**src/rtl/ede_pkg.sv**
```systemverilog
// ----------------------------------------------------------------------------
// ede_pkg
// Shared constants and types of the edit distance engine: string length
// limit, field widths, the token that moves along the cell chain and the
// control group that the front end broadcasts to every cell.
// ----------------------------------------------------------------------------
package ede_pkg;

  // longest string that the cell chain holds
  localparam int unsigned MaxLen = 64;
  // width of lengths, counters and row values (0..MaxLen)
  localparam int unsigned LenW   = $clog2(MaxLen + 1);
  localparam int unsigned SymW   = 8;
  localparam int unsigned DistW  = 7;

  // kind codes of an input beat
  localparam logic KindFirst  = 1'b0;
  localparam logic KindSecond = 1'b1;

  // one second-string character on its way along the chain
  typedef struct packed {
    logic            valid;
    logic            upd;   // character updates the row (not beyond the limit)
    logic            last;  // final character of the second string
    logic            fin;   // distance already frozen in left
    logic [SymW-1:0] sym;
    logic [LenW-1:0] left;  // new row value of the previous cell
    logic [LenW-1:0] diag;  // old row value of the previous cell
  } tok_t;

  // control broadcast from the front end to all cells
  typedef struct packed {
    logic            flush;    // drop tokens in flight, freeze rows
    logic            load;     // write a first-string character
    logic [LenW-1:0] load_pos; // cell number that takes it (1-based)
    logic [SymW-1:0] load_sym;
    logic [LenW-1:0] length;   // length of the first string
  } cell_ctl_t;

endpackage

```
**src/rtl/ede_in_if.sv**
```systemverilog
// ----------------------------------------------------------------------------
// ede_in_if
// Input channel of the edit distance engine: valid/ready with one
// character beat of either string.
// ----------------------------------------------------------------------------
interface ede_in_if;
  logic                    valid;
  logic                    ready;
  logic                    kind;
  logic [ede_pkg::SymW-1:0] symbol;
  logic                    last;

  modport source (output valid, kind, symbol, last, input ready);
  modport sink   (input valid, kind, symbol, last, output ready);
endinterface

```
**src/rtl/ede_out_if.sv**
```systemverilog
// ----------------------------------------------------------------------------
// ede_out_if
// Output channel of the edit distance engine: valid/ready with one
// distance beat per string pair.
// ----------------------------------------------------------------------------
interface ede_out_if;
  logic                     valid;
  logic                     ready;
  logic [ede_pkg::DistW-1:0] distance;
  logic                     overflow;

  modport source (output valid, distance, overflow, input ready);
  modport sink   (input valid, distance, overflow, output ready);
endinterface

```
**src/rtl/ede_ctrl.sv**
```systemverilog
// ----------------------------------------------------------------------------
// ede_ctrl
// Front end of the edit distance engine: pair bookkeeping, the first-string
// load broadcast, the row-zero boundary token, and the result stages that
// catch the frozen distance at the end of the chain.
// ----------------------------------------------------------------------------
module ede_ctrl (
  input  logic               clk_i,
  input  logic               rst_ni,
  ede_in_if.sink             in_i,
  ede_out_if.source          out_o,
  output ede_pkg::cell_ctl_t ctl_o,
  output ede_pkg::tok_t      tok_o,
  input  ede_pkg::tok_t      tok_i
);
  import ede_pkg::*;

  logic [LenW-1:0]  len_q, len_d;
  logic [LenW-1:0]  cnt_q, cnt_d;
  logic             ovf_q, ovf_d;
  logic             loading_q, loading_d;
  logic             draining_q, draining_d;
  logic             pend_q, pend_d;
  logic [LenW-1:0]  pdist_q, pdist_d;
  logic             ovalid_q, ovalid_d;
  logic [DistW-1:0] odist_q, odist_d;
  logic             oovf_q, oovf_d;
  tok_t             tok_q, tok_d;
  logic             acc, take_first, take_second, abandon, xfer;
  logic [LenW-1:0]  base_len;

  assign in_i.ready = !draining_q;

  always_comb begin
    acc         = in_i.valid && !draining_q;
    take_first  = acc && (in_i.kind == KindFirst);
    take_second = acc && (in_i.kind == KindSecond);
    abandon     = take_first && !loading_q;
    xfer        = pend_q && (!ovalid_q || out_o.ready);
    base_len    = abandon ? '0 : len_q;

    len_d      = len_q;
    cnt_d      = cnt_q;
    ovf_d      = ovf_q;
    loading_d  = loading_q;
    draining_d = draining_q;
    pend_d     = pend_q;
    pdist_d    = pdist_q;
    ovalid_d   = ovalid_q && !out_o.ready;
    odist_d    = odist_q;
    oovf_d     = oovf_q;

    ctl_o.flush    = abandon || xfer;
    ctl_o.load     = 1'b0;
    ctl_o.load_pos = base_len + LenW'(1);
    ctl_o.load_sym = in_i.symbol;
    ctl_o.length   = len_q;

    // boundary token carries row zero: old and new second-string count
    tok_d       = '0;
    tok_d.valid = take_second;
    tok_d.sym   = in_i.symbol;
    tok_d.last  = in_i.last;
    tok_d.diag  = cnt_q;
    tok_d.left  = cnt_q;
    tok_d.fin   = in_i.last && (len_q == '0);

    // first-string character: new pair if the previous first string had ended
    if (take_first) begin
      if (abandon) begin
        cnt_d = '0;
        ovf_d = 1'b0;
      end
      if (base_len < LenW'(MaxLen)) begin
        len_d      = base_len + LenW'(1);
        ctl_o.load = 1'b1;
      end else begin
        ovf_d = 1'b1;
      end
      loading_d = !in_i.last;
    end

    // second-string character enters the chain
    if (take_second) begin
      loading_d = 1'b0;
      if (cnt_q < LenW'(MaxLen)) begin
        cnt_d      = cnt_q + LenW'(1);
        tok_d.upd  = 1'b1;
        tok_d.left = cnt_q + LenW'(1);
      end else begin
        ovf_d = 1'b1;
      end
      if (in_i.last) begin
        draining_d = 1'b1;
      end
    end

    // frozen distance leaves the chain
    if (tok_i.valid && tok_i.fin) begin
      pend_d  = 1'b1;
      pdist_d = tok_i.left;
    end

    // hand result to the output stage and start a new pair
    if (xfer) begin
      ovalid_d   = 1'b1;
      odist_d    = DistW'(pdist_q);
      oovf_d     = ovf_q;
      pend_d     = 1'b0;
      draining_d = 1'b0;
      len_d      = '0;
      cnt_d      = '0;
      ovf_d      = 1'b0;
      loading_d  = 1'b1;
    end
  end

  // control state
  always_ff @(posedge clk_i or negedge rst_ni) begin
    if (!rst_ni) begin
      len_q      <= '0;
      cnt_q      <= '0;
      ovf_q      <= 1'b0;
      loading_q  <= 1'b1;
      draining_q <= 1'b0;
      pend_q     <= 1'b0;
      ovalid_q   <= 1'b0;
      tok_q      <= '0;
    end else begin
      len_q      <= len_d;
      cnt_q      <= cnt_d;
      ovf_q      <= ovf_d;
      loading_q  <= loading_d;
      draining_q <= draining_d;
      pend_q     <= pend_d;
      ovalid_q   <= ovalid_d;
      tok_q      <= tok_d;
    end
  end

  // result payload
  always_ff @(posedge clk_i) begin
    pdist_q <= pdist_d;
    odist_q <= odist_d;
    oovf_q  <= oovf_d;
  end

  assign tok_o          = tok_q;
  assign out_o.valid    = ovalid_q;
  assign out_o.distance = odist_q;
  assign out_o.overflow = oovf_q;

endmodule

```
**src/flat_wrapper.sv**
```systemverilog
// flat-port wrapper written by rule: the top's interface ports become plain ports
module ede_ctrl_flat import ede_pkg::*;
  (clk_i, rst_ni, ctl_o, tok_o, tok_i, in_i_valid, in_i_kind, in_i_symbol, in_i_last, in_i_ready, out_o_valid, out_o_distance, out_o_overflow, out_o_ready);
  ede_in_if in_i_i ();
  ede_out_if out_o_i ();
  input  logic clk_i;
  input  logic rst_ni;
  output ede_pkg::cell_ctl_t ctl_o;
  output ede_pkg::tok_t tok_o;
  input  ede_pkg::tok_t tok_i;
  input wire logic [$bits(in_i_i.valid)-1:0] in_i_valid;
  input wire logic [$bits(in_i_i.kind)-1:0] in_i_kind;
  input wire logic [$bits(in_i_i.symbol)-1:0] in_i_symbol;
  input wire logic [$bits(in_i_i.last)-1:0] in_i_last;
  output wire logic [$bits(in_i_i.ready)-1:0] in_i_ready;
  output wire logic [$bits(out_o_i.valid)-1:0] out_o_valid;
  output wire logic [$bits(out_o_i.distance)-1:0] out_o_distance;
  output wire logic [$bits(out_o_i.overflow)-1:0] out_o_overflow;
  input wire logic [$bits(out_o_i.ready)-1:0] out_o_ready;
  assign in_i_i.valid = in_i_valid;
  assign in_i_i.kind = in_i_kind;
  assign in_i_i.symbol = in_i_symbol;
  assign in_i_i.last = in_i_last;
  assign in_i_ready = in_i_i.ready;
  assign out_o_valid = out_o_i.valid;
  assign out_o_distance = out_o_i.distance;
  assign out_o_overflow = out_o_i.overflow;
  assign out_o_i.ready = out_o_ready;
  ede_ctrl u_core (.clk_i(clk_i), .rst_ni(rst_ni), .in_i(in_i_i), .out_o(out_o_i), .ctl_o(ctl_o), .tok_o(tok_o), .tok_i(tok_i));
endmodule
```
**config.mk**
```make
export PLATFORM = sky130hd
export DESIGN_NAME = ede_ctrl_flat
export DESIGN_NICKNAME = d
export VERILOG_FILES = /design/src/rtl/ede_pkg.sv /design/src/rtl/ede_in_if.sv /design/src/rtl/ede_out_if.sv /design/src/rtl/ede_ctrl.sv /design/src/flat_wrapper.sv
export SDC_FILE = /design/constraint.sdc
export NUM_CORES = 1
export LEC_CHECK = 0
export BUFFER_PORTS_ARGS = -buffer_cell sky130_fd_sc_hd__buf_2
export CORE_MARGIN = 5
export CORE_UTILIZATION = 48
export CTS_CLUSTER_SIZE = 28
export DETAILED_ROUTE_END_ITERATION = 10
export GPL_ROUTABILITY_DRIVEN = 0
export GPL_TIMING_DRIVEN = 0
export PLACE_DENSITY = 0.85
export SLEW_MARGIN = 40
export SYNTH_ARGS = -nofsm -noshare
export SYNTH_HDL_FRONTEND = slang
export SYNTH_SLANG_ARGS = --single-unit
```
**constraint.sdc**
```tcl
create_clock -name clk_i -period 2.6 [get_ports clk_i]
set_input_delay 0.39 -clock clk_i [delete_from_list [all_inputs] [get_ports clk_i]]
set_output_delay 0.39 -clock clk_i [all_outputs]
set_load 0.02 [all_outputs]
```
==> impl_metrics.csv, run 1 <==
group,metric,value,unit
run_status,status,"finished, final reports clean",
pwr,power_density,937,nW/um2
synth,syn_area_per_cell,13.1,um2
clock_network,cts.sinks,60,
synth,syn_nets,230,
synth,synth-edff-count,15,
worst_setup_path,path_delay_family,"simple AND/OR/NAND/NOR gates",
finish,num_antenna_cells,0,
route,drt_iter0_drc,111,
clock_network,clk_pin_slew,70,ps
worst_setup_path,criticalPathCategory,"flip-flop to output port",
global_route,grt_pass1_wl,8240,um
synth,synth-seq-cells,60,
min_path,hold_class,"input port to asynchronous set/reset pin",
worst_setup_path,required,2210,ps
worst_setup_path,cp_slowest_cell,"dfstp_2",
placed_design,portBuffers,82,
worst_setup_path,cp-start-kind,"flip-flop",
global_route,grt_max_degree,46,
sta,finalMaxSlewViolations,0,
synth,yosysMostFrequentCell,"dfrtp_1",
global_route,grt_pass1_vias,1761,
worst_setup_path,cpPeakStageDelay,520,ps
synth,ys.warnings.count,0,
pwr,power,0.00305,W
synth,seq_area_frac_synth,64.2,%
floorplanning,start_util,48.8,%
finish,area_growth,32.3,%
worst_setup_path,end_kind,"output port",
pwr,p_leak,1.59,nW
sta,period_share,95.9,%
synth,synthTopCellsByArea,"dfrtp_1 (45%), edfxtp_1 (18%), buf_4 (2.7%), nor2_1 (2.1%), xnor2_1 (2.1%)",
global_route,grt_overflow,0,
sta,fin_skew,8.24,ps
global_route,antenna_found_initial,0,
sta,fmax,0.401,GHz
pwr,irDropWorstVdd,0.555,mV
worst_setup_path,crit_chain,"buf_6, nor4b_4, nor2b_2, ha_2, and3_4, nand3_2, xnor2_2, nor2_1, buf_4",
worst_setup_path,reg2reg_depth,8,
placed_design,post-dp-hpwl,3450,um
clock_network,cts_tree,"built",
route,drc,0,
floorplanning,rows,26,
synth,synth_top_cells_by_count,"dfrtp_1 (44), edfxtp_1 (15), nor2_1 (14)",
route,via_per_inst,4.83,
worst_setup_path,cp.buffers_inverters,2,
synth,synthArstFlopShare,75.0,%
synth,synth_cell_types,45,
clock_network,htreeDepth,3,
route,drt_first_pass_iters,4,
clock_network,cts_root_buf,"clkbuf_8",
placed_design,pre_cts_ws,-111,ps
worst_setup_path,critPathArrivalTime,2100,ps
route,route.met3.wl,432,um
floorplanning,die_y,81.6,um
route,ant_nets,0,
clock_network,clk_latency,330,ps
floorplanning,coreArea,5040,um2
sta,setup_ws,106,ps
sta,hold_viol_final,0,
clock_network,numCtsBuffers,9,
finish,nets,329,
sta,holdWs,47.7,ps
sta,fin_crit,2490,ps
synth,synth_top_area_cell,"dfrtp_1",
synth,synth_area,2460,um2
synth,ys.flop_type,"dfrtp_1",
route,wl_met2,2420,um
route,routed-via-count,1747,
floorplanning,pin_count,100,
run,cap_violations,0,
global_route,grt.total_usage,16.6,%
sta,tightest_slew,540,ps
synth,syn_inst,188,
synth,yosysTopAreaCellShare,44.8,%
clock_network,cts_buffer_depth,2,
clock_network,postCtsHoldBufs,0,
floorplanning,die_x,81.6,um
route,wl_met1,2000,um
worst_setup_path,crit_fanout,7,
route,wl,5010,um
route,drt-wirelength-per-cell,13.8,um
finish,drive_gt1_share,45.5,%
route,highest_layer,"met4",
floorplanning,fp.dieArea,6650,um2
sta,setup_viol,0,
worst_setup_path,cp.depth,9,
sta,relSlewSlack,64.0,%
==> state kept, by name (all words and copies together), names as in the netlist <==
| signal | flops |
|---|---|
| u_core.tok_o | 26 |
| u_core.cnt_q | 7 |
| u_core.len_q | 7 |
| u_core.out_o.distance | 7 |
| u_core.pdist_q | 7 |
| u_core.draining_q | 1 |
| u_core.loading_q | 1 |
| u_core.out_o.overflow | 1 |
| u_core.out_o.valid | 1 |
| u_core.ovf_q | 1 |
| u_core.pend_q | 1 |
==> routing by layer <==
metal,vias up,GRT usage [%]
li1,836,-
met1,821,19.9
met2,71,26.3
met3,19,5.59
met4,0,8.97
met5,-,0
==> worst paths after layout <==
kind | start | to | slack, ps
max in group asynchronous | rst_ni | u_core.loading_q | 2170
min in group clk_i | in_i_symbol[3] | u_core.tok_o[17] | 180
hold reg to reg | u_core.pdist_q[4] | u_core.out_o.distance[4] | 430
setup / recovery | u_core.loading_q | ctl_o[21] | 110
hold / removal | rst_ni | u_core.len_q[1] | 50
setup reg to reg | u_core.loading_q | u_core.len_q[4] | 790
==> worst reg2reg max path, cell delays in order (launching register included) <==
cell and delay (ps):
dfstp_2 360, buf_6 120, nor4b_4 360, nor2b_2 90
ha_2 200, and3_4 190, a21boi_0 190, o21ai_1 80
a21oi_1 140
==> logic make-up (layout without fill, tap and decap cells) <==
| group | after synthesis | in the layout | share of synthesized area, % |
|---|---|---|---|
| and+or+nand+nor | 62 | 62 | 16.8 |
| muxes | 5 | 5 | 2.24 |
| AOI/OAI and AO/OA | 30 | 30 | 7.63 |
| DFF | 60 | 60 | 64.2 |
| buffers and inverters | 21 | 125 | 5.24 |
| xor gates and xnor gates | 8 | 8 | 2.85 |
| adders and majority gates | 2 | 2 | 1.02 |
==> where the power goes <==
group,internal (W),switching [W]
logic,0.000335,0.000550
clock network,0.000567,0.000340
registers,0.00114,0.000115
==> placed cells by master, fill, tap and decap left out, drive strengths merged, types with 5 or more instances in the layout <==
master / count
a21oi: 8
dfrtp: 44
xnor2: 6
nor2: 15
buf: 100
inv: 6
o21ai: 11
nand2b: 5
clkbuf: 15
nand3: 6
edfxtp: 15
nand2: 12
==> layout make-up <==
type / count / area, um2
inverters: 6 / 22.5
flip-flops and latches: 60 / 1580
fillers: 400 / 1790
multi-input cells: 107 / 774
plain buffers: 15 / 111
clock buffers: 12 / 145
repair buffers: 88 / 460
well taps: 70 / 87.6
clock inverters: 4 / 73.8
==> through the flow <==
stage	util [%]	std cells	setup TNS, ps	cell area, um2
6_report	64.5	362	0	3250
5_1_grt	64.5	362	-12.0	3250
4_1_cts	63.6	359	0	3210
3_5_place_dp	58.7	340	-111	2960
3_3_place_gp	58.6	340	-81.0	2960
2_1_floorplan	-	188	0	2460
==> timing repair <==
action	CTS	global route
resized for setup	2	5
pin swaps	2	3
setup endpoints to repair	3	2
buffers inserted	3	3
(Power assumes the default switching activity.)
==> run 2, diff against run 1 <==
SETUP_SLACK_MARGIN = 0.5   (was unset)
==> impl_metrics.csv, run 2 (same netlist as run 1, synthesis figures left out) <==
group,metric,value,unit
global_route,grt.total_usage,16.1,%
floorplanning,die_x,81.6,um
worst_setup_path,crit_chain,"nor4b_4, nor2b_2, ha_2, and3_4, xnor2_1, nor2_2, buf_4",
worst_setup_path,required,2210,ps
route,wl,5290,um
run,cap_violations,0,
sta,fin_skew,9.71,ps
sta,finalMaxSlewViolations,0,
pwr,power_density,914,nW/um2
finish,area_growth,36.5,%
sta,setup_viol,0,
clock_network,clk_pin_slew,70,ps
finish,final_common_cell,"buf_2",
sta,period_share,93.5,%
floorplanning,start_util,48.8,%
global_route,grt_pass1_vias,1692,
worst_setup_path,cp_slowest_cell,"dfrtp_2",
clock_network,cts_buffer_depth,2,
floorplanning,fp.dieArea,6650,um2
route,ant_nets,0,
floorplanning,coreArea,5040,um2
route,routed-via-count,1717,
worst_setup_path,end_kind,"output port",
clock_network,cts.sinks,60,
pwr,p_switching,0.00105,W
global_route,grt_overflow,0,
global_route,antenna_found_initial,0,
route,drt_iter0_drc,101,
pwr,seq_power_share,41.4,%
floorplanning,pin_count,100,
clock_network,clk_latency,330,ps
route,drt-wirelength-per-cell,14.4,um
run_status,status,"finished, final reports clean",
finish,fillers,371,
floorplanning,rows,26,
placed_design,portBuffers,82,
global_route,grt_pass1_wl,8050,um
global_route,grt_max_degree,46,
clock_network,cts_tree,"built",
worst_setup_path,critPathArrivalTime,2040,ps
pwr,pwr-share-comb,32.4,%
finish,largest_register_ffs,26,
clock_network,cts_root_buf,"clkbuf_8",
worst_setup_path,criticalPathCategory,"flip-flop to output port",
sta,fmax,0.412,GHz
worst_setup_path,cp-start-kind,"flip-flop",
min_path,hold_class,"input port to asynchronous set/reset pin",
clock_network,numCtsBuffers,9,
finish,mostFrequentLayoutCells,"buf_2 (75), dfrtp_1 (40), buf_4 (22), edfxtp_1 (15), nand2_1 (12)",
sta,fin_crit,2430,ps
finish,drive_gt1_share,49.8,%
sta,holdWs,60.3,ps
placed_design,place_inst,340,
pwr,sw_frac_of_total,34.1,%
route,drt_first_pass_iters,4,
clock_network,postCtsHoldBufs,0,
clock_network,htreeDepth,3,
pwr,p_int,0.00202,W
sta,relSlewSlack,62.4,%
pwr,p_clk_share,26.3,%
pwr,p_leak,1.61,nW
pwr,irDropWorstVdd,0.473,mV
finish,fin_cells,367,
worst_setup_path,crit_fanout,5,
sta,hold_viol_final,0,
route,drc,0,
finish,num_antenna_cells,0,
worst_setup_path,cpPeakStageDelay,460,ps
sta,rsz0062_at_grt,"true",
placed_design,post-dp-hpwl,3510,um
floorplanning,die_y,81.6,um
finish,nets,334,
route,via_per_inst,4.68,
sta,tightest_slew,564,ps
-- run 2: changes by cell type in the layout (fill, tap and decap cells not counted), moves of 2 or more --
cell,before,now
buf_2,81,75
buf_4,16,22
buf_6,3,7
dfrtp_1,44,40
dfrtp_2,0,4
nor2_1,14,11
nand3_4,0,2
nor2_2,0,2
-- run 2: timing repair --
| action | CTS | global route |
|---|---|---|
| resized for setup | 11 | 20 |
| gates cloned | 0 | 0 |
| setup endpoints to repair | 9 | 7 |
| buffers inserted | 4 | 7 |
| pin swaps | 5 | 3 |
-- run 2: area by class of cell --
type / count / area (um2) / area share (%)
Clock inverter: 2 / 35.0 / 1.04
Buffer: 15 / 115 / 3.43
Tap cell: 70 / 87.6 / 2.61
Clock buffer: 14 / 153 / 4.55
Sequential cell: 60 / 1580 / 47.2
Timing Repair Buffer: 93 / 536 / 16.0
Multi-Input combinational cell: 107 / 825 / 24.6
Inverter: 6 / 22.5 / 0.671
-- run 2: path summary, 6_finish.rpt --
path / end / slack [ps] / from / cells past startpoint
max: ctl_o[19] / 170 / u_core.draining_q / 7
min: u_core.tok_o[17] / 60 / rst_ni / 1
max reg2reg: u_core.len_q[4] / 690 / u_core.draining_q / 8
min reg2reg: u_core.out_o.distance[6] / 420 / u_core.pdist_q[6] / 0
max in group asynchronous: u_core.len_q[3] / 2130 / rst_ni / 1
min in group clk_i: u_core.tok_o[21] / 180 / in_i_symbol[7] / 1
-- run 2: layer usage --
| metal | vias up | global-route usage (%) | routed length [um] |
|---|---|---|---|
| li1 | 850 | - | - |
| met1 | 802 | 19.0 | 2120 |
| met2 | 58 | 27.0 | 2710 |
| met3 | 7 | 5.04 | 399 |
| met4 | 0 | 7.31 | 63 |
| met5 | - | 0 | 0 |
-- run 2: metrics by stage --
stage / setup WS [ps] / utilization, % / area (um2) / total power, W / setup TNS [ps]
6_report: 170 / 66.6 / 3360 / 0.00307 / 0
5_1_grt: 41.3 / 66.6 / 3360 / 0.00323 / 0
4_1_cts: 140 / 64.3 / 3240 / 0.00297 / 0
2_1_floorplan: 339 / - / 2480 / 0.00182 / 0
3_5_place_dp: -1.42 / 59.1 / 2980 / 0.00213 / -1.42
3_3_place_gp: 54.7 / 59.1 / 2980 / 0.00210 / 0
-- run 2: worst max-delay path: cells and delay by family (launching register included) --
kind | cells | cell delay, ps
adders and majority gates | 1 | 200
xor gates and xnor gates | 1 | 190
buffers and inverters | 1 | 150
and+or+nand+nor | 4 | 700
DFF | 1 | 460
-- run 2: power by group through the flow --
stage          Combinational (W)  Clock [W]  Sequential [W]
6_report                0.000992   0.000806         0.00127
5_1_grt                  0.00107   0.000872         0.00129
4_1_cts                 0.000897   0.000815         0.00126
3_5_place_dp            0.000849          0         0.00128
3_3_place_gp            0.000833          0         0.00126
2_1_floorplan           0.000426          0         0.00140
