<file path="src/rtl/ede_pkg.sv">
// ----------------------------------------------------------------------------
// ede_pkg
// Shared constants and types of the edit distance engine: string length
// limit, field widths, the token that moves along the cell chain and the
// control group that the front end broadcasts to every cell.
// ----------------------------------------------------------------------------
package ede_pkg;

  // longest string that the cell chain holds
  localparam int unsigned MaxLen = 64;
  // width of lengths, counters and row values (0..MaxLen)
  localparam int unsigned LenW   = $clog2(MaxLen + 1);
  localparam int unsigned SymW   = 8;
  localparam int unsigned DistW  = 7;

  // kind codes of an input beat
  localparam logic KindFirst  = 1'b0;
  localparam logic KindSecond = 1'b1;

  // one second-string character on its way along the chain
  typedef struct packed {
    logic            valid;
    logic            upd;   // character updates the row (not beyond the limit)
    logic            last;  // final character of the second string
    logic            fin;   // distance already frozen in left
    logic [SymW-1:0] sym;
    logic [LenW-1:0] left;  // new row value of the previous cell
    logic [LenW-1:0] diag;  // old row value of the previous cell
  } tok_t;

  // control broadcast from the front end to all cells
  typedef struct packed {
    logic            flush;    // drop tokens in flight, freeze rows
    logic            load;     // write a first-string character
    logic [LenW-1:0] load_pos; // cell number that takes it (1-based)
    logic [SymW-1:0] load_sym;
    logic [LenW-1:0] length;   // length of the first string
  } cell_ctl_t;

endpackage

</file>
<file path="src/rtl/ede_cell.sv">
// ----------------------------------------------------------------------------
// ede_cell
// One column of the distance row: holds a first-string character and its
// row entry, applies the edit recurrence to each passing token and hands
// the token on to the next cell through its token register.
// ----------------------------------------------------------------------------
module ede_cell (
  input  logic                     clk_i,
  input  logic                     rst_ni,
  input  ede_pkg::cell_ctl_t       ctl_i,
  input  logic [ede_pkg::LenW-1:0] idx_i,
  input  ede_pkg::tok_t            tok_i,
  output ede_pkg::tok_t            tok_o
);
  import ede_pkg::*;

  logic [SymW-1:0] char_q;
  logic [LenW-1:0] row_q;
  tok_t            tok_q, tok_d;
  logic [LenW:0]   sub_cost, ins_cost, del_cost, best;
  logic            load_en, upd_en;

  // recurrence: min of substitute, insert, delete
  always_comb begin
    load_en  = ctl_i.load && (ctl_i.load_pos == idx_i);
    upd_en   = tok_i.valid && !ctl_i.flush && tok_i.upd && !tok_i.fin;
    sub_cost = {1'b0, tok_i.diag} + (LenW + 1)'(char_q != tok_i.sym);
    ins_cost = {1'b0, tok_i.left} + (LenW + 1)'(1);
    del_cost = {1'b0, row_q} + (LenW + 1)'(1);
    best     = (sub_cost < ins_cost) ? sub_cost : ins_cost;
    if (del_cost < best) begin
      best = del_cost;
    end
  end

  // outgoing token
  always_comb begin
    tok_d       = tok_i;
    tok_d.valid = tok_i.valid && !ctl_i.flush;
    if (!tok_i.fin) begin
      tok_d.diag = row_q;
      tok_d.left = tok_i.upd ? best[LenW-1:0] : row_q;
      tok_d.fin  = tok_i.last && (ctl_i.length == idx_i);
    end
  end

  // character and row entry; a load presets the entry to its column number
  always_ff @(posedge clk_i) begin
    if (load_en) begin
      char_q <= ctl_i.load_sym;
      row_q  <= idx_i;
    end else if (upd_en) begin
      row_q  <= best[LenW-1:0];
    end
  end

  // token stage
  always_ff @(posedge clk_i or negedge rst_ni) begin
    if (!rst_ni) begin
      tok_q <= '0;
    end else begin
      tok_q <= tok_d;
    end
  end

  assign tok_o = tok_q;

endmodule

</file>
<file path="config.mk">
export PLATFORM = sky130hd
export DESIGN_NAME = ede_cell
export DESIGN_NICKNAME = d
export VERILOG_FILES = /design/src/rtl/ede_pkg.sv /design/src/rtl/ede_cell.sv
export SDC_FILE = /design/constraint.sdc
export NUM_CORES = 1
export LEC_CHECK = 0
export BUFFER_PORTS_ARGS = -buffer_cell sky130_fd_sc_hd__buf_2
export CORE_ASPECT_RATIO = 1.75
export CORE_MARGIN = 2
export CORE_UTILIZATION = 50
export CTS_BUF_LIST = sky130_fd_sc_hd__clkbuf_4
export DETAILED_ROUTE_END_ITERATION = 8
export PLACE_DENSITY = 0.79
export SETUP_SLACK_MARGIN = 0.2
export SYNTH_ARGS = -nofsm -noshare
export SYNTH_HDL_FRONTEND = slang
export SYNTH_SLANG_ARGS = --single-unit
export TNS_END_PERCENT = 50
</file>
<file path="constraint.sdc">
create_clock -name clk_i -period 5.28 [get_ports clk_i]
set_input_delay 0.528 -clock clk_i [delete_from_list [all_inputs] [get_ports clk_i]]
set_output_delay 0.528 -clock clk_i [all_outputs]
set_load 0.02 [all_outputs]
</file>
==> impl_metrics.json, run 1 <==
{
  "status": "completed",
  "p_total_mw": 0.8214,
  "seq_area_frac_synth_pct": 40.97,
  "syn-cell-area_um2": 2688,
  "grt_pass1_wl_um": 10870,
  "worstHoldPathType": "primary input to asynchronous set/reset pin",
  "n_fill_cell": 428,
  "synth_most_common_cell": "xor2_1",
  "grt_max_degree": 28,
  "cellPowerDensity_nw_per_um2": 241.8,
  "dp_hpwl_um": 6014,
  "fin_crit_sh_pct": 92.05,
  "crit_family": "compound AO/OA/AOI/OAI gates",
  "power_frac_comb_pct": 38.2,
  "rsz0062_at_grt": "no",
  "yosysTopAreaCellShare_pct": 24.21,
  "ant_nets": 0,
  "placed_area_um2": 3236,
  "ios": 85,
  "synth_common_cells": "28 x xor2_1, 26 x dfrtp_1, 20 x inv_1, 18 x ha_1",
  "synthFlopType": "dfrtp_1",
  "finalWirelength_um": 7358,
  "wire_per_inst_um": 17.48,
  "dieHeight_um": 101.0,
  "final_nets": 442,
  "drc_errors": 0,
  "synth.distinct_cells": 45,
  "die_area_um2": 6001,
  "power_leakage_nw": 1.581,
  "rrSetupSlack_ns": 0.42,
  "grt.overflow.total": 0,
  "drv_slew": 0,
  "antenna_found_initial": 0,
  "path_cells": "xor2_1 > nor4_2 > nand2_1 > ha_1 > ha_2 > nand3_1 > xor2_1 > inv_1 > ha_1 > a21oi_2 > o21ai_1 > a21oi_4 > buf_4 > nor2_1 > a21oi_1 > ha_1 > a21oi_2 > o21ai_1 > a2111o_1 > buf_4 > a21o_2 > a21oi_2 > o31ai_1",
  "row_count": 35,
  "core_um2": 5211,
  "cp-end-kind": "flop",
  "crit_arrival_ns": 4.94,
  "n_antenna_cell": 0,
  "setup_tns_ns": 0,
  "grt.total_usage_pct": 24.37,
  "dp_worst_setup_slack_ns": -0.1304,
  "drtIter0Drc": 69,
  "clk_latency_ns": 0.34,
  "finalInstanceArea_um2": 3397,
  "sw_frac_of_total_pct": 34.24,
  "peakVddDrop_mv": 0.1167,
  "yosys_warnings": 0,
  "clkTransAtPathRegs_ns": 0.12,
  "crit_fanout": 7,
  "fp.dieW_um": 59.42,
  "multi_input_area_um2": 1521,
  "slowest_stage": "a2111o_1",
  "dp.cells": 406,
  "root_buffer": "clkbuf_4",
  "drive_above_1_share_pct": 38.25,
  "hold_ws_ns": 0.1514,
  "fin_ws_ns": 0.4195,
  "synth_edf_count": 15,
  "syn_inst": 263,
  "clockBufferDepth": 2,
  "cts_sinks": 41,
  "vias": 2417,
  "vias_per_cell": 5.741,
  "io_buffer_count": 84,
  "synthToLayoutAreaGrowth_pct": 26.40,
  "setup_violations": 0,
  "grt_pass1_vias": 2373,
  "critical_path_required_ns": 5.36,
  "worst_slew_pin_slew_ns": 0.6635,
  "critPathBufInv": 3,
  "cts.htree.levels": 2,
  "clockPowerShare_pct": 18.1,
  "max_freq_mhz": 205.7,
  "start_kind": "flop",
  "synth_nets": 340,
  "crit_path_max_incr_delay_ns": 0.43,
  "cts_tree": "built",
  "yosys_register_bits": 41,
  "synth.avg_cell_area_um2": 10.22,
  "skew_ns": 0.01291,
  "numCtsBuffers": 5,
  "p_switching_mw": 0.2812,
  "place.gp.congestion": 0.9392,
  "async_reset_ff_share_pct": 63.41,
  "synth_area_leaders": "dfrtp_1 24%, edfxtp_1 17%, xor2_1 9.1%",
  "seq_power_share_pct": 43.8,
  "drv_cap": 0,
  "register_area_um2": 1101,
  "slew_headroom_pct": 55.72,
  "fin_cells": 421,
  "yosysTopAreaCell": "dfrtp_1",
  "internal_power_mw": 0.5402,
  "cts_hold_buf": 0,
  "path_class": "flop to flop",
  "dr.pass1.iters": 4,
  "fin_util_pct": 65.19,
  "hold_violations": 0,
  "start_util_pct": 51.57,
  "fin_crit_ns": 4.860
}
==> worst paths after layout <==
kind	from	endpoint	cells past startpoint
setup reg to reg	char_q[7]	row_q[1]	23
hold / removal	rst_ni	tok_o[13]	1
setup / recovery	char_q[7]	row_q[1]	23
hold reg to reg	row_q[3]	tok_o[3]	1
min in group clk_i	tok_i[23]	tok_o[23]	1
max in group asynchronous	rst_ni	tok_o[12]	1
==> cell usage in the layout (no fill, tap or decap), types with 2 or more instances in the layout <==
master    count
clkinv_2      2
o21a_1        2
nor3_2        3
o31ai_1       6
clkbuf_4      5
nor2_1       14
a21oi_1      11
xnor2_1       9
xor2_1       27
nor2b_1       2
o211ai_1      4
inv_1        20
nand4_1       4
o21ai_1       4
mux2i_1       5
buf_4        18
nand2_1      14
nor4_1        7
nand2b_1      3
ha_1         17
nand3_1      13
a21oi_2       5
edfxtp_1     15
mux2_2        7
nor3b_1       8
buf_2        84
dfrtp_1      26
a311oi_1      3
and3_1        3
==> logic make-up after synthesis <==
family                   Yosys count  synth area share (%)
AND/OR/NAND/NOR                   78                 15.55
AO/OA/AOI/OAI                     48                 13.45
flip-flops                        41                 40.97
XOR/XNOR                          37                 12.06
buffers and inverters             28                 4.423
adder cells (fa/ha/maj)           18                 8.380
multiplexers                      13                 5.168
==> routing by layer <==
layer	GRT usage [%]	vias up	part of all wire [%]
li1	-	1148	-
met1	22.84	1135	33
met2	46.41	108	57
met3	3.723	26	5.2
met4	14.69	0	4.6
met5	0	-	0
==> timing repair <==
action                     in CTS  in global routing
setup endpoints to repair       6                 14
pin swaps                       0                 10
resized for setup               2                 12
buffers inserted                0                  7
==> registers in the layout (all words and copies together), names as in the netlist <==
name and count:
row_q 7, char_q 8, tok_o 26
==> power groups by stage <==
stage | clock network [mW] | registers [mW] | logic [mW]
global placement | 0 | 0.366 | 0.280
floorplan | 0 | 0.385 | 0.157
finish | 0.148 | 0.360 | 0.314
detailed placement | 0 | 0.366 | 0.287
CTS | 0.150 | 0.360 | 0.289
global route | 0.164 | 0.362 | 0.340
==> layout make-up <==
cell class | instances | area share (%)
inverter | 20 | 2.210
clock inverter | 3 | 0.5157
sequential | 41 | 32.41
multi-input combinational | 194 | 44.79
tap | 55 | 2.026
clock buffer | 5 | 1.105
timing repair buffer | 103 | 16.94
Note: power is estimated with default switching activity, not from simulation.
==> run 2: changes to the inputs <==
--- a/config.mk
+++ b/config.mk
@@ -5,13 +5,14 @@
 export SDC_FILE = /design/constraint.sdc
 export NUM_CORES = 1
 export LEC_CHECK = 0
+export ABC_CLOCK_PERIOD_IN_PS = 5280
 export BUFFER_PORTS_ARGS = -buffer_cell sky130_fd_sc_hd__buf_2
 export CORE_ASPECT_RATIO = 1.75
 export CORE_MARGIN = 2
 export CORE_UTILIZATION = 50
 export CTS_BUF_LIST = sky130_fd_sc_hd__clkbuf_4
 export DETAILED_ROUTE_END_ITERATION = 8
-export PLACE_DENSITY = 0.79
+export PLACE_DENSITY = 0.76
 export SETUP_SLACK_MARGIN = 0.2
 export SYNTH_ARGS = -nofsm -noshare
 export SYNTH_HDL_FRONTEND = slang
==> impl_metrics.json, run 2 (synthesis results as in run 1) <==
{
  "vias_per_cell": 5.789,
  "finalWirelength_um": 7493,
  "max_freq_mhz": 204.0,
  "io_buffer_count": 84,
  "synthToLayoutAreaGrowth_pct": 29.75,
  "fin_util_pct": 66.91,
  "crit_arrival_ns": 4.98,
  "rsz0062_at_grt": "no",
  "skew_ns": 0.01382,
  "row_count": 35,
  "drv_cap": 0,
  "dp_hpwl_um": 6081,
  "grt_max_degree": 28,
  "fin_crit_sh_pct": 92.84,
  "slew_headroom_pct": 54.52,
  "drv_slew": 0,
  "antenna_found_initial": 0,
  "n_fill_cell": 424,
  "ios": 85,
  "setup_violations": 0,
  "cp-end-kind": "flop",
  "place.gp.congestion": 0.9303,
  "dr.pass1.iters": 4,
  "worstHoldPathType": "primary input to asynchronous set/reset pin",
  "ant_nets": 0,
  "cts_hold_buf": 0,
  "cellPowerDensity_nw_per_um2": 251.2,
  "fin_crit_ns": 4.902,
  "path_class": "flop to flop",
  "layout_common_cells": "84 x buf_2, 26 x dfrtp_1, 25 x xor2_1",
  "drive_above_1_share_pct": 40.87,
  "clkTransAtPathRegs_ns": 0.12,
  "dieHeight_um": 101.0,
  "grt.total_usage_pct": 25.15,
  "rr_endpoint": "row_q[3]",
  "fp.dieW_um": 59.42,
  "wire_per_inst_um": 17.76,
  "final_nets": 444,
  "grt_pass1_wl_um": 11210,
  "die_area_um2": 6001,
  "start_kind": "flop",
  "slowest_stage": "a2111o_1",
  "cts.htree.levels": 2,
  "clockBufferDepth": 2,
  "vias": 2443,
  "status": "completed",
  "reg2regPathDepth": 21,
  "drtIter0Drc": 96,
  "root_buffer": "clkbuf_4",
  "power_leakage_nw": 1.609,
  "path_cells": "xor2_1 > nor4_1 > buf_4 > nand2_1 > ha_1 > ha_1 > nand3_1 > xor2_2 > inv_1 > ha_1 > nand2_1 > nor2_2 > a21oi_4 > buf_4 > mux2i_4 > inv_1 > ha_1 > a2111o_1 > o31a_1 > a21oi_2 > o31ai_1",
  "cts_sinks": 41,
  "rrSetupSlack_ns": 0.38,
  "p_total_mw": 0.8759,
  "largest_reg_flops": 26,
  "critical_path_required_ns": 5.36,
  "peakVddDrop_mv": 0.1040,
  "critPathBufInv": 4,
  "crit_family": "compound AO/OA/AOI/OAI gates",
  "clk_latency_ns": 0.34,
  "crit_fanout": 7,
  "worst_slew_pin_slew_ns": 0.6814,
  "drc_errors": 0,
  "grt.overflow.total": 0,
  "grt_pass1_vias": 2457,
  "n_antenna_cell": 0,
  "crit_top_cell": "ha_1",
  "numCtsBuffers": 5,
  "cts_tree": "built",
  "core_um2": 5211,
  "hold_violations": 0,
  "final_common_cell": "buf_2",
  "start_util_pct": 51.57,
  "rr_startpoint": "char_q[5]",
  "crit_path_max_incr_delay_ns": 0.45
}
## run 2: changes by cell type in the layout (fill, tap and decap cells not counted), sizes merged
cell	previous run	this run
clkinvlp	1	0
buf	103	105
clkinv	2	1
bufinv	0	1
## run 2: layout make-up
class	instances	area, um^2	area share, %
Multi-Input combinational cell	194	1588	45.53
Sequential cell	41	1101	31.58
Timing Repair Buffer	105	581.8	16.68
Inverter	20	75.07	2.153
Tap cell	55	68.82	1.973
Clock buffer	5	37.54	1.076
Clock inverter	2	35.03	1.005
## run 2: power breakdown
group	internal [mW]	total (mW)	leakage [nW]	switching (mW)
logic	0.144	0.326	1.13	0.182
clock network	0.0965	0.190	0.0410	0.0936
registers	0.352	0.360	0.442	0.00765
total	0.593	0.876	1.61	0.283
## run 2: repair_timing
item	in CTS	in global routing
setup buffers	0	2
endpoints found under the setup margin	8	14
endpoints found under the hold margin	0	0
pin swaps	1	14
resized for setup	8	18
## run 2: how the worst max path moves through the flow
stage                     startpoint  endpoint  slack (ns)  cells past startpoint
final                      char_q[5]  row_q[3]        0.38                     21
after global routing       char_q[5]  row_q[3]        0.17                     22
after CTS                  char_q[7]  row_q[5]        0.20                     24
after global placement     tok_i[19]  row_q[3]       0.004                     24
after floorplan            tok_i[21]  row_q[1]        0.56                     21
after detailed placement   tok_i[21]  row_q[3]       -0.16                     24
## run 2: per-stage QoR
step	TNS [ns]	instance area [um^2]	hold slack, ns	std cells	worst slack, ns
2_1_floorplan	0	2688	0.2324	263	0.5587
3_3_place_gp	0	3276	0.5430	413	0.003519
3_5_place_dp	-0.8300	3276	0.5492	413	-0.1574
4_1_cts	0	3373	0.1699	420	0.2021
5_1_grt	0	3487	0.1975	422	0.1697
6_report	0	3487	0.1533	422	0.3781
## run 2: per-layer routing
layer	share of wire, %	vias to the layer above	track usage [%]
met1	33	1160	22.99
met5	0	-	0
li1	-	1149	-
met2	56	105	47.68
met3	5.1	29	4.108
met4	6.0	0	16.43
==> run 3: changes to the inputs <==
--- a/config.mk
+++ b/config.mk
@@ -6,13 +6,14 @@
 export NUM_CORES = 1
 export LEC_CHECK = 0
 export ABC_CLOCK_PERIOD_IN_PS = 5280
-export BUFFER_PORTS_ARGS = -buffer_cell sky130_fd_sc_hd__buf_2
 export CORE_ASPECT_RATIO = 1.75
 export CORE_MARGIN = 2
 export CORE_UTILIZATION = 50
 export CTS_BUF_LIST = sky130_fd_sc_hd__clkbuf_4
+export CTS_CLUSTER_DIAMETER = 150
 export DETAILED_ROUTE_END_ITERATION = 8
-export PLACE_DENSITY = 0.76
+export DONT_BUFFER_PORTS = 1
+export PLACE_DENSITY = 0.62
 export SETUP_SLACK_MARGIN = 0.2
 export SYNTH_ARGS = -nofsm -noshare
 export SYNTH_HDL_FRONTEND = slang
==> impl_metrics.json, run 3 (synthesis results as in run 1) <==
{
  "crit_fanout": 7,
  "vias": 2054,
  "hold_violations": 0,
  "start_kind": "flop",
  "path_cells": "xor2_1 > nor4_1 > nand2_1 > ha_1 > nand3_1 > nor2_1 > xnor2_1 > inv_1 > ha_1 > a21oi_2 > o21ai_1 > a21oi_4 > mux2i_1 > buf_4 > inv_1 > ha_1 > nand2_1 > o21ai_1 > a2111o_1 > o31a_1 > a21oi_1 > o31ai_1",
  "slew_headroom_pct": 55.37,
  "setup_violations": 0,
  "worstHoldPathType": "primary input to flop",
  "grt.total_usage_pct": 23.64,
  "critical_path_required_ns": 5.34,
  "status": "completed",
  "crit_arrival_ns": 4.88,
  "numCtsBuffers": 5,
  "fin_crit_sh_pct": 91.28,
  "worstHoldStart": "tok_i[16]",
  "cellPowerDensity_nw_per_um2": 273.1,
  "cts_sinks": 41,
  "power_frac_comb_pct": 29.1,
  "internal_power_mw": 0.5662,
  "crit_family": "compound AO/OA/AOI/OAI gates",
  "n_fill_cell": 448,
  "ios": 85,
  "rrSetupSlack_ns": 0.46,
  "hold_ws_ns": 0.2050,
  "place.gp.congestion": 0.9607,
  "rsz0062_at_grt": "no",
  "clk_latency_ns": 0.33,
  "clockBufferDepth": 2,
  "fin_cells": 334,
  "root_buffer": "clkbuf_4",
  "finalWirelength_um": 6899,
  "sw_frac_of_total_pct": 30.81,
  "cts.htree.levels": 2,
  "core_um2": 5211,
  "rr_startpoint": "char_q[7]",
  "p_switching_mw": 0.2522,
  "cp-end-kind": "flop",
  "clockPowerShare_pct": 23.9,
  "path_class": "flop to flop",
  "crit_top_cell": "ha_1",
  "fin_crit_ns": 4.819,
  "drc_errors": 0,
  "grt.overflow.total": 0,
  "cts_tree": "built",
  "max_freq_mhz": 207.5,
  "largest_reg_flops": 26,
  "critPathBufInv": 3,
  "drv_cap": 0,
  "fp.dieW_um": 59.42,
  "crit_start": "char_q[7]",
  "drtIter0Drc": 46,
  "n_antenna_cell": 0,
  "skew_ns": 0.009643,
  "row_count": 35,
  "slowest_stage": "edfxtp_1",
  "dp.cells": 318,
  "die_area_um2": 6001,
  "io_buffer_count": 0,
  "start_util_pct": 51.57,
  "ant_nets": 0,
  "layout_common_cells": "27 x xor2_1, 26 x dfrtp_1, 20 x inv_1",
  "antenna_found_initial": 0,
  "power_leakage_nw": 1.246,
  "final_nets": 355,
  "wire_per_inst_um": 20.66,
  "dieHeight_um": 101.0,
  "synthToLayoutAreaGrowth_pct": 11.50,
  "drv_slew": 0,
  "drive_above_1_share_pct": 18.64,
  "seq_power_share_pct": 46.9,
  "worst_slew_pin_slew_ns": 0.6688,
  "clkTransAtPathRegs_ns": 0.12,
  "grt_pass1_wl_um": 10420,
  "vias_per_cell": 6.150,
  "grt_pass1_vias": 2065,
  "grt_max_degree": 28,
  "final_common_cell": "xor2_1",
  "peakVddDrop_mv": 0.1164,
  "dr.pass1.iters": 4,
  "dp_hpwl_um": 5480,
  "crit_path_max_incr_delay_ns": 0.39
}
==> run 3: repair_timing <==
action                                  4_1_cts  5_1_grt
pin swaps                                     1        9
endpoints found under the setup margin       14       14
hold endpoints to repair                     26        0
gates resized for setup                       3       14
buffers inserted                              3        3
gates cloned                                  0        0
hold buffers                                  2        0
==> run 3: worst paths after layout <==
kind                       cells after the start   endpoint
max                                           22   row_q[1]
min                                            0  tok_o[16]
max reg2reg                                   22   row_q[1]
min reg2reg                                    1   tok_o[1]
max in group asynchronous                      2  tok_o[25]
min in group asynchronous                      2  tok_o[15]
==> run 3: power groups by stage <==
stage / Sequential, mW / Clock [mW] / Combinational, mW
global placement: 0.391 / 0 / 0.198
detailed placement: 0.391 / 0 / 0.201
finish: 0.384 / 0.196 / 0.238
floorplan: 0.385 / 0 / 0.157
CTS: 0.384 / 0.203 / 0.215
global route: 0.386 / 0.214 / 0.260
==> run 3: cell type report <==
class                           instances  area (um^2)  area share [%]
Clock buffer                            6        45.04           1.503
Timing Repair Buffer                   16        138.9           4.635
Tap cell                               55        68.82           2.296
Clock inverter                          2        33.78           1.127
Inverter                               20        75.07           2.505
Multi-Input combinational cell        194         1534           51.19
Sequential cell                        41         1101           36.74
==> run 3: worst register-to-register path, delay by kind of cell (launching register included) <==
| family | cells | cell delay, ns |
|---|---|---|
| DFF | 1 | 0.39 |
| and+or+nand+nor | 5 | 0.70 |
| muxes | 1 | 0.29 |
| AOI/OAI and AO/OA | 8 | 1.68 |
| xor gates and xnor gates | 2 | 0.38 |
| adders and majority gates | 3 | 0.83 |
| buffers and inverters | 3 | 0.27 |
==> run 3: metrics by stage <==
step / instance area, um^2 / power, mW / setup slack (ns) / setup TNS, ns / utilization (%)
floorplan: 2688 / 0.5424 / 0.5587 / 0 / -
global placement: 2773 / 0.5888 / -0.05473 / -0.1521 / 53.21
detailed placement: 2773 / 0.5919 / -0.1323 / -0.5215 / 53.21
CTS: 2915 / 0.8025 / 0.2164 / 0 / 55.94
global route: 2997 / 0.8600 / 0.1451 / 0 / 57.50
finish: 2997 / 0.8183 / 0.4606 / 0 / 57.50
==> run 3: metal layers <==
metal	vias to the layer above	part of all wire [%]	GRT usage (%)
met5	-	0	0
li1	972	-	-
met2	71	55	42.77
met3	18	4.9	3.979
met4	0	4.0	13.11
met1	993	36	24.61
